**config.mk**
```make
export PLATFORM = sky130hd
export DESIGN_NAME = multi_interval_tick_scheduler
export DESIGN_NICKNAME = d
export VERILOG_FILES = /design/src/hdl/mits_pkg.sv /design/src/hdl/mits_cell.sv /design/src/hdl/mits_gcd.sv /design/src/hdl/multi_interval_tick_scheduler.sv
export SDC_FILE = /design/constraint.sdc
export NUM_CORES = 1
export LEC_CHECK = 0
export BUFFER_PORTS_ARGS = -buffer_cell sky130_fd_sc_hd__buf_2
export CORE_ASPECT_RATIO = 0.6
export CORE_MARGIN = 2
export CORE_UTILIZATION = 50
export DETAILED_ROUTE_END_ITERATION = 7
export GPL_ROUTABILITY_DRIVEN = 1
export PLACE_DENSITY = 0.74
export SYNTH_ARGS = -nofsm -noshare
export SYNTH_HDL_FRONTEND = slang
export SYNTH_HIERARCHICAL = 1
export SYNTH_SLANG_ARGS = --single-unit
```
**constraint.sdc**
```tcl
create_clock -name clk -period 5.4 [get_ports clk]
set_input_delay 0.54 -clock clk [delete_from_list [all_inputs] [get_ports clk]]
set_output_delay 0.54 -clock clk [all_outputs]
set_load 0.005 [all_outputs]
```
**src/hdl/mits_pkg.sv**
```systemverilog
// Shared types and constants for the multi-interval tick scheduler.
package mits_pkg;

    localparam int SLOT_COUNT     = 8;
    localparam int INTERVAL_WIDTH = 16;
    localparam int ELAPSED_WIDTH  = INTERVAL_WIDTH + 1;
    localparam int STEP_W         = $clog2(SLOT_COUNT + 1);
    localparam int SHIFT_W        = $clog2(INTERVAL_WIDTH + 1);

    localparam logic [1:0] CMD_TICK   = 2'd0;
    localparam logic [1:0] CMD_ADD    = 2'd1;
    localparam logic [1:0] CMD_REMOVE = 2'd2;

    typedef logic [INTERVAL_WIDTH-1:0] interval_t;
    typedef logic [ELAPSED_WIDTH-1:0]  elapsed_t;

    typedef struct packed {
        logic      valid;
        interval_t interval;
        elapsed_t  elapsed;
    } slot_rec_t;

    typedef struct packed {
        logic shift;
        logic set;
        logic clr;
    } cell_ctl_t;

endpackage

```
**src/hdl/mits_cell.sv**
```systemverilog
// One slot of the ring: valid bit, interval and elapsed count.
module mits_cell (
    input  logic                  clk,
    input  logic                  rst_n,
    input  mits_pkg::cell_ctl_t   ctl,
    input  mits_pkg::interval_t   set_interval,
    input  mits_pkg::slot_rec_t   rec_in,
    output mits_pkg::slot_rec_t   rec
);
    import mits_pkg::*;

    logic      valid_reg;
    logic      valid_next;
    interval_t interval_reg;
    interval_t interval_next;
    elapsed_t  elapsed_reg;
    elapsed_t  elapsed_next;

    always_comb
    begin
        valid_next    = valid_reg;
        interval_next = interval_reg;
        elapsed_next  = elapsed_reg;
        if (ctl.set)
        begin
            valid_next    = 1'b1;
            interval_next = set_interval;
            elapsed_next  = '0;
        end
        else if (ctl.clr)
        begin
            valid_next = 1'b0;
        end
        else if (ctl.shift)
        begin
            valid_next    = rec_in.valid;
            interval_next = rec_in.interval;
            elapsed_next  = rec_in.elapsed;
        end
    end

    always_ff @(posedge clk or negedge rst_n)
    begin
        if (!rst_n)
        begin
            valid_reg <= 1'b0;
        end
        else
        begin
            valid_reg <= valid_next;
        end
    end

    always_ff @(posedge clk)
    begin
        interval_reg <= interval_next;
        elapsed_reg  <= elapsed_next;
    end

    assign rec.valid    = valid_reg;
    assign rec.interval = interval_reg;
    assign rec.elapsed  = elapsed_reg;

endmodule

```
**src/hdl/mits_gcd.sv**
```systemverilog
// Iterative binary GCD, one reduction step per cycle.
module mits_gcd (
    input  logic                clk,
    input  logic                rst_n,
    input  logic                start,
    input  mits_pkg::interval_t a,
    input  mits_pkg::interval_t b,
    output logic                done,
    output mits_pkg::interval_t result
);
    import mits_pkg::*;

    interval_t            a_reg;
    interval_t            a_next;
    interval_t            b_reg;
    interval_t            b_next;
    logic [SHIFT_W-1:0]   k_reg;
    logic [SHIFT_W-1:0]   k_next;
    logic                 run_reg;
    logic                 run_next;
    logic                 done_reg;
    logic                 done_next;
    interval_t            res_reg;
    interval_t            res_next;

    always_comb
    begin
        a_next    = a_reg;
        b_next    = b_reg;
        k_next    = k_reg;
        run_next  = run_reg;
        done_next = 1'b0;
        res_next  = res_reg;
        if (start)
        begin
            a_next   = a;
            b_next   = b;
            k_next   = '0;
            run_next = 1'b1;
        end
        else if (run_reg)
        begin
            if (a_reg == '0)
            begin
                res_next  = interval_t'(b_reg << k_reg);
                done_next = 1'b1;
                run_next  = 1'b0;
            end
            else if (b_reg == '0)
            begin
                res_next  = interval_t'(a_reg << k_reg);
                done_next = 1'b1;
                run_next  = 1'b0;
            end
            else if (!a_reg[0] && !b_reg[0])
            begin
                a_next = a_reg >> 1;
                b_next = b_reg >> 1;
                k_next = k_reg + 1'b1;
            end
            else if (!a_reg[0])
            begin
                a_next = a_reg >> 1;
            end
            else if (!b_reg[0])
            begin
                b_next = b_reg >> 1;
            end
            else if (a_reg >= b_reg)
            begin
                a_next = (a_reg - b_reg) >> 1;
            end
            else
            begin
                b_next = (b_reg - a_reg) >> 1;
            end
        end
    end

    always_ff @(posedge clk or negedge rst_n)
    begin
        if (!rst_n)
        begin
            run_reg  <= 1'b0;
            done_reg <= 1'b0;
        end
        else
        begin
            run_reg  <= run_next;
            done_reg <= done_next;
        end
    end

    always_ff @(posedge clk)
    begin
        a_reg   <= a_next;
        b_reg   <= b_next;
        k_reg   <= k_next;
        res_reg <= res_next;
    end

    assign done   = done_reg;
    assign result = res_reg;

endmodule

```
**src/hdl/multi_interval_tick_scheduler.sv**
```systemverilog
// Top level: slot ring, walk sequencer, GCD unit and result register.
//
//  channel  | handshake            | payload
//  ---------+----------------------+-----------------------------------------
//  command  | start in, busy out   | cmd, slot, interval_ms
//  result   | strobe out           | fire, fired_slot, base_tick_ms, last
//
// A tick walks the ring once, results one per cycle at most.
// Add/remove walk the ring once and run the binary GCD unit for each valid slot
// after the first.
// Unused commands and out-of-range slots give their single result the cycle after start.
// Reset clears all valid bits and the base tick; the ring is aligned whenever idle.
// Results are shown for one cycle only; the receiver cannot stall.
module multi_interval_tick_scheduler (
    input  logic        clk,
    input  logic        rst_n,
    input  logic        start,
    output logic        busy,
    input  logic [1:0]  cmd,
    input  logic [2:0]  slot,
    input  logic [15:0] interval_ms,
    output logic        strobe,
    output logic        fire,
    output logic [2:0]  fired_slot,
    output logic [15:0] base_tick_ms,
    output logic        last
);
    import mits_pkg::*;

    localparam logic [2:0] ST_IDLE     = 3'd0;
    localparam logic [2:0] ST_TICK     = 3'd1;
    localparam logic [2:0] ST_TICK_END = 3'd2;
    localparam logic [2:0] ST_SCAN     = 3'd3;
    localparam logic [2:0] ST_GCD      = 3'd4;
    localparam logic [2:0] ST_CFG_END  = 3'd5;

    logic [2:0]        state_reg;
    logic [2:0]        state_next;
    logic [STEP_W-1:0] step_reg;
    logic [STEP_W-1:0] step_next;
    logic              pend_valid_reg;
    logic              pend_valid_next;
    logic [2:0]        pend_slot_reg;
    logic [2:0]        pend_slot_next;
    logic              any_reg;
    logic              any_next;
    interval_t         g_reg;
    interval_t         g_next;
    interval_t         base_reg;
    interval_t         base_next;
    logic              strobe_reg;
    logic              fire_reg;
    logic [2:0]        fired_slot_reg;
    interval_t         out_base_reg;
    logic              last_reg;

    slot_rec_t         rec_vec [SLOT_COUNT];
    slot_rec_t         ring_in [SLOT_COUNT];
    logic [SLOT_COUNT-1:0] valid_vec;
    slot_rec_t         head;
    slot_rec_t         head_upd;
    elapsed_t          sum;
    logic              due;
    logic              accept;
    logic              in_range;
    logic              shift;
    logic              last_step;
    interval_t         wr_interval;
    interval_t         new_base;
    logic              gcd_start;
    logic              gcd_done;
    interval_t         gcd_result;

    logic              emit;
    logic              emit_fire;
    logic [2:0]        emit_slot;
    logic              emit_last;
    interval_t         emit_base;

    assign accept      = start && !busy;
    assign in_range    = 32'(slot) < SLOT_COUNT;
    assign wr_interval = interval_t'(interval_ms);
    assign head        = rec_vec[0];
    assign sum         = head.elapsed + elapsed_t'(base_reg);
    assign due         = sum >= elapsed_t'(head.interval);
    assign last_step   = 32'(step_reg) == SLOT_COUNT - 1;
    assign new_base    = !any_reg ? '0 : ((g_reg == '0) ? interval_t'(1) : g_reg);

    always_comb
    begin
        head_upd = head;
        if (state_reg == ST_TICK && head.valid)
        begin
            head_upd.elapsed = due ? '0 : sum;
        end
    end

    // ring: each cell takes its upper neighbor, the top cell takes the updated head
    genvar gi;
    generate
        for (gi = 0; gi < SLOT_COUNT; gi++)
        begin : g_cell
            cell_ctl_t ctl;

            if (gi == SLOT_COUNT - 1)
            begin : g_top
                assign ring_in[gi] = head_upd;
            end
            else
            begin : g_mid
                assign ring_in[gi] = rec_vec[gi+1];
            end

            assign ctl.shift = shift;
            assign ctl.set   = accept && cmd == CMD_ADD && 32'(slot) == gi;
            assign ctl.clr   = accept && cmd == CMD_REMOVE && 32'(slot) == gi;
            assign valid_vec[gi] = rec_vec[gi].valid;

            mits_cell u_cell (
                .clk          (clk),
                .rst_n        (rst_n),
                .ctl          (ctl),
                .set_interval (wr_interval),
                .rec_in       (ring_in[gi]),
                .rec          (rec_vec[gi])
            );
        end
    endgenerate

    mits_gcd u_gcd (
        .clk    (clk),
        .rst_n  (rst_n),
        .start  (gcd_start),
        .a      (g_reg),
        .b      (head.interval),
        .done   (gcd_done),
        .result (gcd_result)
    );

    always_comb
    begin
        state_next      = state_reg;
        pend_valid_next = pend_valid_reg;
        pend_slot_next  = pend_slot_reg;
        any_next        = any_reg;
        g_next          = g_reg;
        base_next       = base_reg;
        shift           = 1'b0;
        gcd_start       = 1'b0;
        emit            = 1'b0;
        emit_fire       = 1'b0;
        emit_slot       = '0;
        emit_last       = 1'b1;
        emit_base       = base_reg;

        case (state_reg)
            ST_IDLE:
            begin
                if (accept)
                begin
                    case (cmd)
                        CMD_TICK:
                        begin
                            pend_valid_next = 1'b0;
                            state_next      = ST_TICK;
                        end
                        CMD_ADD, CMD_REMOVE:
                        begin
                            if (in_range)
                            begin
                                any_next   = 1'b0;
                                g_next     = '0;
                                state_next = ST_SCAN;
                            end
                            else
                            begin
                                emit = 1'b1;
                            end
                        end
                        default:
                        begin
                            emit = 1'b1;
                        end
                    endcase
                end
            end
            ST_TICK:
            begin
                shift = 1'b1;
                if (head.valid && due)
                begin
                    // hold each fire one step so the final one can carry last
                    if (pend_valid_reg)
                    begin
                        emit      = 1'b1;
                        emit_fire = 1'b1;
                        emit_slot = pend_slot_reg;
                        emit_last = 1'b0;
                    end
                    pend_valid_next = 1'b1;
                    pend_slot_next  = 3'(step_reg);
                end
                if (last_step)
                begin
                    state_next = ST_TICK_END;
                end
            end
            ST_TICK_END:
            begin
                emit       = 1'b1;
                emit_fire  = pend_valid_reg;
                emit_slot  = pend_valid_reg ? pend_slot_reg : 3'd0;
                state_next = ST_IDLE;
            end
            ST_SCAN:
            begin
                if (head.valid && any_reg)
                begin
                    gcd_start  = 1'b1;
                    state_next = ST_GCD;
                end
                else
                begin
                    shift = 1'b1;
                    if (head.valid)
                    begin
                        g_next   = head.interval;
                        any_next = 1'b1;
                    end
                    if (last_step)
                    begin
                        state_next = ST_CFG_END;
                    end
                end
            end
            ST_GCD:
            begin
                if (gcd_done)
                begin
                    g_next     = gcd_result;
                    shift      = 1'b1;
                    state_next = last_step ? ST_CFG_END : ST_SCAN;
                end
            end
            ST_CFG_END:
            begin
                base_next  = new_base;
                emit       = 1'b1;
                emit_base  = new_base;
                state_next = ST_IDLE;
            end
            default:
            begin
                state_next = ST_IDLE;
            end
        endcase
    end

    always_comb
    begin
        step_next = step_reg;
        if (shift)
        begin
            step_next = last_step ? '0 : step_reg + 1'b1;
        end
    end

    always_ff @(posedge clk or negedge rst_n)
    begin
        if (!rst_n)
        begin
            state_reg      <= ST_IDLE;
            step_reg       <= '0;
            pend_valid_reg <= 1'b0;
            any_reg        <= 1'b0;
            base_reg       <= '0;
            strobe_reg     <= 1'b0;
        end
        else
        begin
            state_reg      <= state_next;
            step_reg       <= step_next;
            pend_valid_reg <= pend_valid_next;
            any_reg        <= any_next;
            base_reg       <= base_next;
            strobe_reg     <= emit;
        end
    end

    always_ff @(posedge clk)
    begin
        pend_slot_reg <= pend_slot_next;
        g_reg         <= g_next;
        if (emit)
        begin
            fire_reg       <= emit_fire;
            fired_slot_reg <= emit_slot;
            out_base_reg   <= emit_base;
            last_reg       <= emit_last;
        end
    end

    assign busy         = state_reg != ST_IDLE;
    assign strobe       = strobe_reg;
    assign fire         = fire_reg;
    assign fired_slot   = fired_slot_reg;
    assign base_tick_ms = 16'(out_base_reg);
    assign last         = last_reg;

`ifndef SYNTHESIS
    a_gcd_done_in_gcd: assert property (@(posedge clk) disable iff (!rst_n)
        gcd_done |-> state_reg == ST_GCD)
        else $error("gcd result arrived outside the gcd wait state");

    a_ring_aligned_idle: assert property (@(posedge clk) disable iff (!rst_n)
        state_reg == ST_IDLE |-> step_reg == '0)
        else $error("slot ring not aligned while idle");

    a_zero_base_empty: assert property (@(posedge clk) disable iff (!rst_n)
        (state_reg == ST_IDLE && base_reg == '0) |-> valid_vec == '0)
        else $error("base tick zero with a valid slot");

    a_tick_end_last: assert property (@(posedge clk) disable iff (!rst_n)
        state_reg == ST_TICK_END |=> strobe && last)
        else $error("tick walk ended without a final transfer");
`endif

endmodule

```
==> metrics list <==
- The flow ran to the end, and the final reports show no timing, DRC or antenna violations.
- In the routed layout, each cell is associated on average with a via count of 6.05.
* Sum of met3 wire segment lengths after detailed routing: 6200 um
- The synthesized design spends more area on one cell type than any other, namely edfxtp_1.
* TritonRoute pass-1 iters: 6
- For this design, the slowest cell found on the critical path is o31ai_2.
- Fraction of synthesized cell area taken by the top area cell type: 31.9%
- Number of global-route vias before repair: 14300
- Crit end category: flop
- In this run the worst hold path is classified as in2async.
- For this run, the top clock speed supported by timing is 217 MHz.
- After detailed routing, no signal wire sits above met4.
- The net count of the finished layout is 2027.
- The share of the Yosys chip area taken by registers is 50.3%.
- The number of setup buffers added after CTS is 0.
- NetSw: 7.02 mW
- For the worst-skew pair, the clock arrives at the later sink with an insertion delay of 0.56 ns.
- Number of hold buffers added after cts: 0
- Fraction of registers with async set/reset: 9.16%
* DR DRC count: 0
- After clock tree synthesis, the clock-pin slew on the worst setup and hold paths is 0.06 ns.
- The die is 264 um wide.
* Number of DRC violations after detailed-routing iteration 0: 2021
* Final worst-path cycle share: 85.2%
- GRT overflow: 0
- Clock group share of total power: 17.5%
- During synthesis, Yosys emitted a total of 6 warnings.
- The routed design uses 21600 um of met2 wire.
* Data required, critical path: 5.68 ns
* Number of unique standard cell types used by synthesis: 85
* HPWL after detailed placement: 38600 um
- Post-route minimum period: 4.60 ns
* Relative max-transition margin: 10.5%
- Synthesis produced a netlist with a net count of 2044.
- Per report_power, the combinational group accounts for 44.7% of the total.
- Final count of negative-setup-slack endpoints: 0
- By area the synthesized netlist is led by edfxtp_1, dfxtp_1, mux2_2, nand2_1, dfrtp_1.
* Launching element type of the critical path: flop
- The count of nets left with antenna violations once routing finished came out at 0.
- In this run the count of I/O pins placed on the die edge is 47.
* Sequence of cells on the critical path: ha_1 > inv_1 > fa_1 > nor2b_1 > o31ai_2 > a211oi_2 > or2_2 > a21o_1 > a21o_1 > xnor2_2 > inv_1 > ha_1 > a21oi_1 > o21a_1 > o2bb2ai_1 > a21oi_1 > nand3b_1 > mux2_4 > nand3_1 > o311ai_2 > buf_4
* Internal power consumption: 9.50 mW
* Total negative slack: 0 ns
* Clock tree from TritonCTS: yes
* Commonest cells in the synthesized netlist: nand2_1, edfxtp_1, dfxtp_1
* Area of the die: 42300 um^2
* Gate count after technology mapping: 1946
- Wire length of the first global-routing pass: 83100 um
- Buffer levels on the longest clock path: 3
* Final standard cell area without fillers: 22000 um^2
- Among cell families on the critical path, the largest total delay comes from compound AO/OA/AOI/OAI gates.
* Synth Register Bits: 393
- Setup repair after global routing left no endpoint under its margin.
- Across the run, the number of max-cap violations was 0.
* Core box area: 40300 um^2
- In this run, CTS created clock tree buffers numbering 39.
- Flip-flop count of the largest register, all copies and words added: 136
- Switching Share: 42.5%
- The number of buffers and inverters on the critical path is 3.
- Highest ir drop seen on vdd: 0.371 mV
- Wires add up to 54200 um.
- Leakage power: 8.22 nW
- Number of max-slew violations in the final report: 0
* Worst EP arrival: 4.88 ns
* Clock root buffer master: clkbuf_16
* Synthesized area: 20300 um^2
* GRT Total Usage: 25.2%
- EDFF count, synth: 216
- Entering global routing, the biggest net connects 69 pins.
- Across the routed clock network, the largest skew measured is 0.0172 ns.
* Worst-Margin Slew: 1.34 ns
* Routability cong.: 0.958
- The floorplan has 57 rows.
- Most common cell in the synthesized netlist: nand2_1
* Count of instances resized after the clock tree is built: 0
* Share of final-layout standard cells stronger than drive strength 1: 19.7%
- The die is 160 um tall.
- Post-Place Cell Area: 20600 um^2
- Dividing total power by cell area gives a power density of 752 nW/um^2.
- For this run, the leading register cell type out of synthesis is edfxtp_1.
- A synthesized cell averages 10.4 um^2.
- Relative to the synthesized area, the layout overhead comes to 8.22%.
* Clock sinks: 393
- Antenna violations before repair: 4
* CP Class: reg2reg
- Via total after detailed routing: 15100
- The largest single stage delay on the critical path is 0.39 ns.
- Worst-path fanout max: 22
* Seq pwr share: 37.9%
- The initial utilization of the core area, before any placement, comes to 50.4%.
- In this run the tool buffered the top-level ports with 46 buffer cells.
- Length of routed wiring on met1: 25600 um
* Routed length per placed instance: 21.7 um
- Share of the core filled with cells in the final layout: 54.6%
- The number of endpoints with negative hold slack in the final report came to 0.
* H-Tree Depth: 2
-- kinds of logic after synthesis --
group / Yosys count / synth area share [%]
AO/OA/AOI/OAI: 452 / 15.5
adder cells (fa/ha/maj): 74 / 4.67
AND/OR/NAND/NOR: 622 / 13.5
XOR/XNOR: 31 / 1.37
multiplexers: 166 / 9.21
flip-flops: 393 / 50.3
buffers and inverters: 208 / 5.54
-- placed cells by master, fill, tap and decap left out, drive strengths merged, types with 9 or more instances in the layout --
| master | n |
|---|---|
| a21o | 18 |
| xor2 | 9 |
| nand4 | 9 |
| nand3 | 23 |
| edfxtp | 216 |
| o21a | 16 |
| clkinv | 11 |
| o21bai | 12 |
| ha | 71 |
| mux2i | 29 |
| nor2b | 20 |
| nor4 | 15 |
| mux2 | 134 |
| buf | 69 |
| a221oi | 12 |
| o31ai | 10 |
| clkbuf | 51 |
| a22o | 19 |
| a21oi | 212 |
| nand2b | 27 |
| dfrtp | 36 |
| and3 | 10 |
| nand2 | 389 |
| nor3 | 25 |
| a211oi | 14 |
| inv | 86 |
| nor2 | 68 |
| dfxtp | 141 |
| xnor2 | 22 |
| o21ai | 76 |
-- final timing paths --
path,from,endpoint,slack (ns),depth (start not counted)
min in group clk,interval_ms[6],g_cell[0].u_cell/interval_reg[6],0.38,2
worst min-delay path,rst_n,base_reg[15],0.12,1
worst min register to register,g_cell[4].u_cell/elapsed_reg[5],g_cell[4].u_cell/elapsed_reg[5],0.45,2
worst max register to register,base_reg[0],base_tick_ms[7],0.80,21
worst max-delay path,base_reg[0],base_tick_ms[7],0.80,21
max in group asynchronous,rst_n,g_cell[4].u_cell/valid_reg,4.68,1
-- layer usage --
metal	track usage [%]	up-vias
li1	-	6846
met1	40.0	7349
met2	34.2	804
met3	6.40	79
met4	4.86	0
met5	0	-
-- power groups by stage --
stage | combinational [mW] | clock (mW) | sequential, mW
2_1_floorplan | 5.62 | 0 | 5.64
3_3_place_gp | 6.96 | 0 | 6.20
3_5_place_dp | 7.14 | 0 | 6.25
4_1_cts | 7.20 | 2.92 | 6.21
5_1_grt | 8.02 | 3.04 | 6.36
6_report | 7.38 | 2.89 | 6.26
-- worst reg2reg max path, cell delays in order, from the launching register on --
cell and delay, ns:
dfrtp_1 0.38, ha_1 0.22, inv_1 0.08, fa_1 0.21
nor2b_1 0.08, o31ai_2 0.39, a211oi_2 0.16, or2_2 0.32
a21o_1 0.18, a21o_1 0.19, xnor2_2 0.14, inv_1 0.07
ha_1 0.28, a21oi_1 0.14, o21a_1 0.15, o2bb2ai_1 0.06
a21oi_1 0.16, nand3b_1 0.09, mux2_4 0.39, nand3_1 0.17
o311ai_2 0.12, buf_4 0.29
-- stage by stage --
step | power, mW | setup WS (ns) | std cells | hold slack [ns]
floorplan | 11.3 | 0.516 | 1946 | 0.244
global placement | 13.2 | 0.978 | 2419 | 0.438
detailed placement | 13.4 | 0.916 | 2419 | 0.445
CTS | 16.3 | 0.881 | 2491 | 0.151
global route | 17.4 | 0.519 | 2491 | 0.187
finish | 16.5 | 0.801 | 2493 | 0.118
-- area by class of cell --
class | count | area (um^2)
Inverter | 81 | 304
Sequential cell | 393 | 10200
Timing Repair Buffer | 69 | 403
Multi-Input combinational cell | 1345 | 9040
Tap cell | 531 | 664
Clock inverter | 21 | 254
Clock buffer | 51 | 1100
Antenna cell | 2 | 5.00
Fill cell | 3430 | 18300
(Power assumes the default switching activity.)
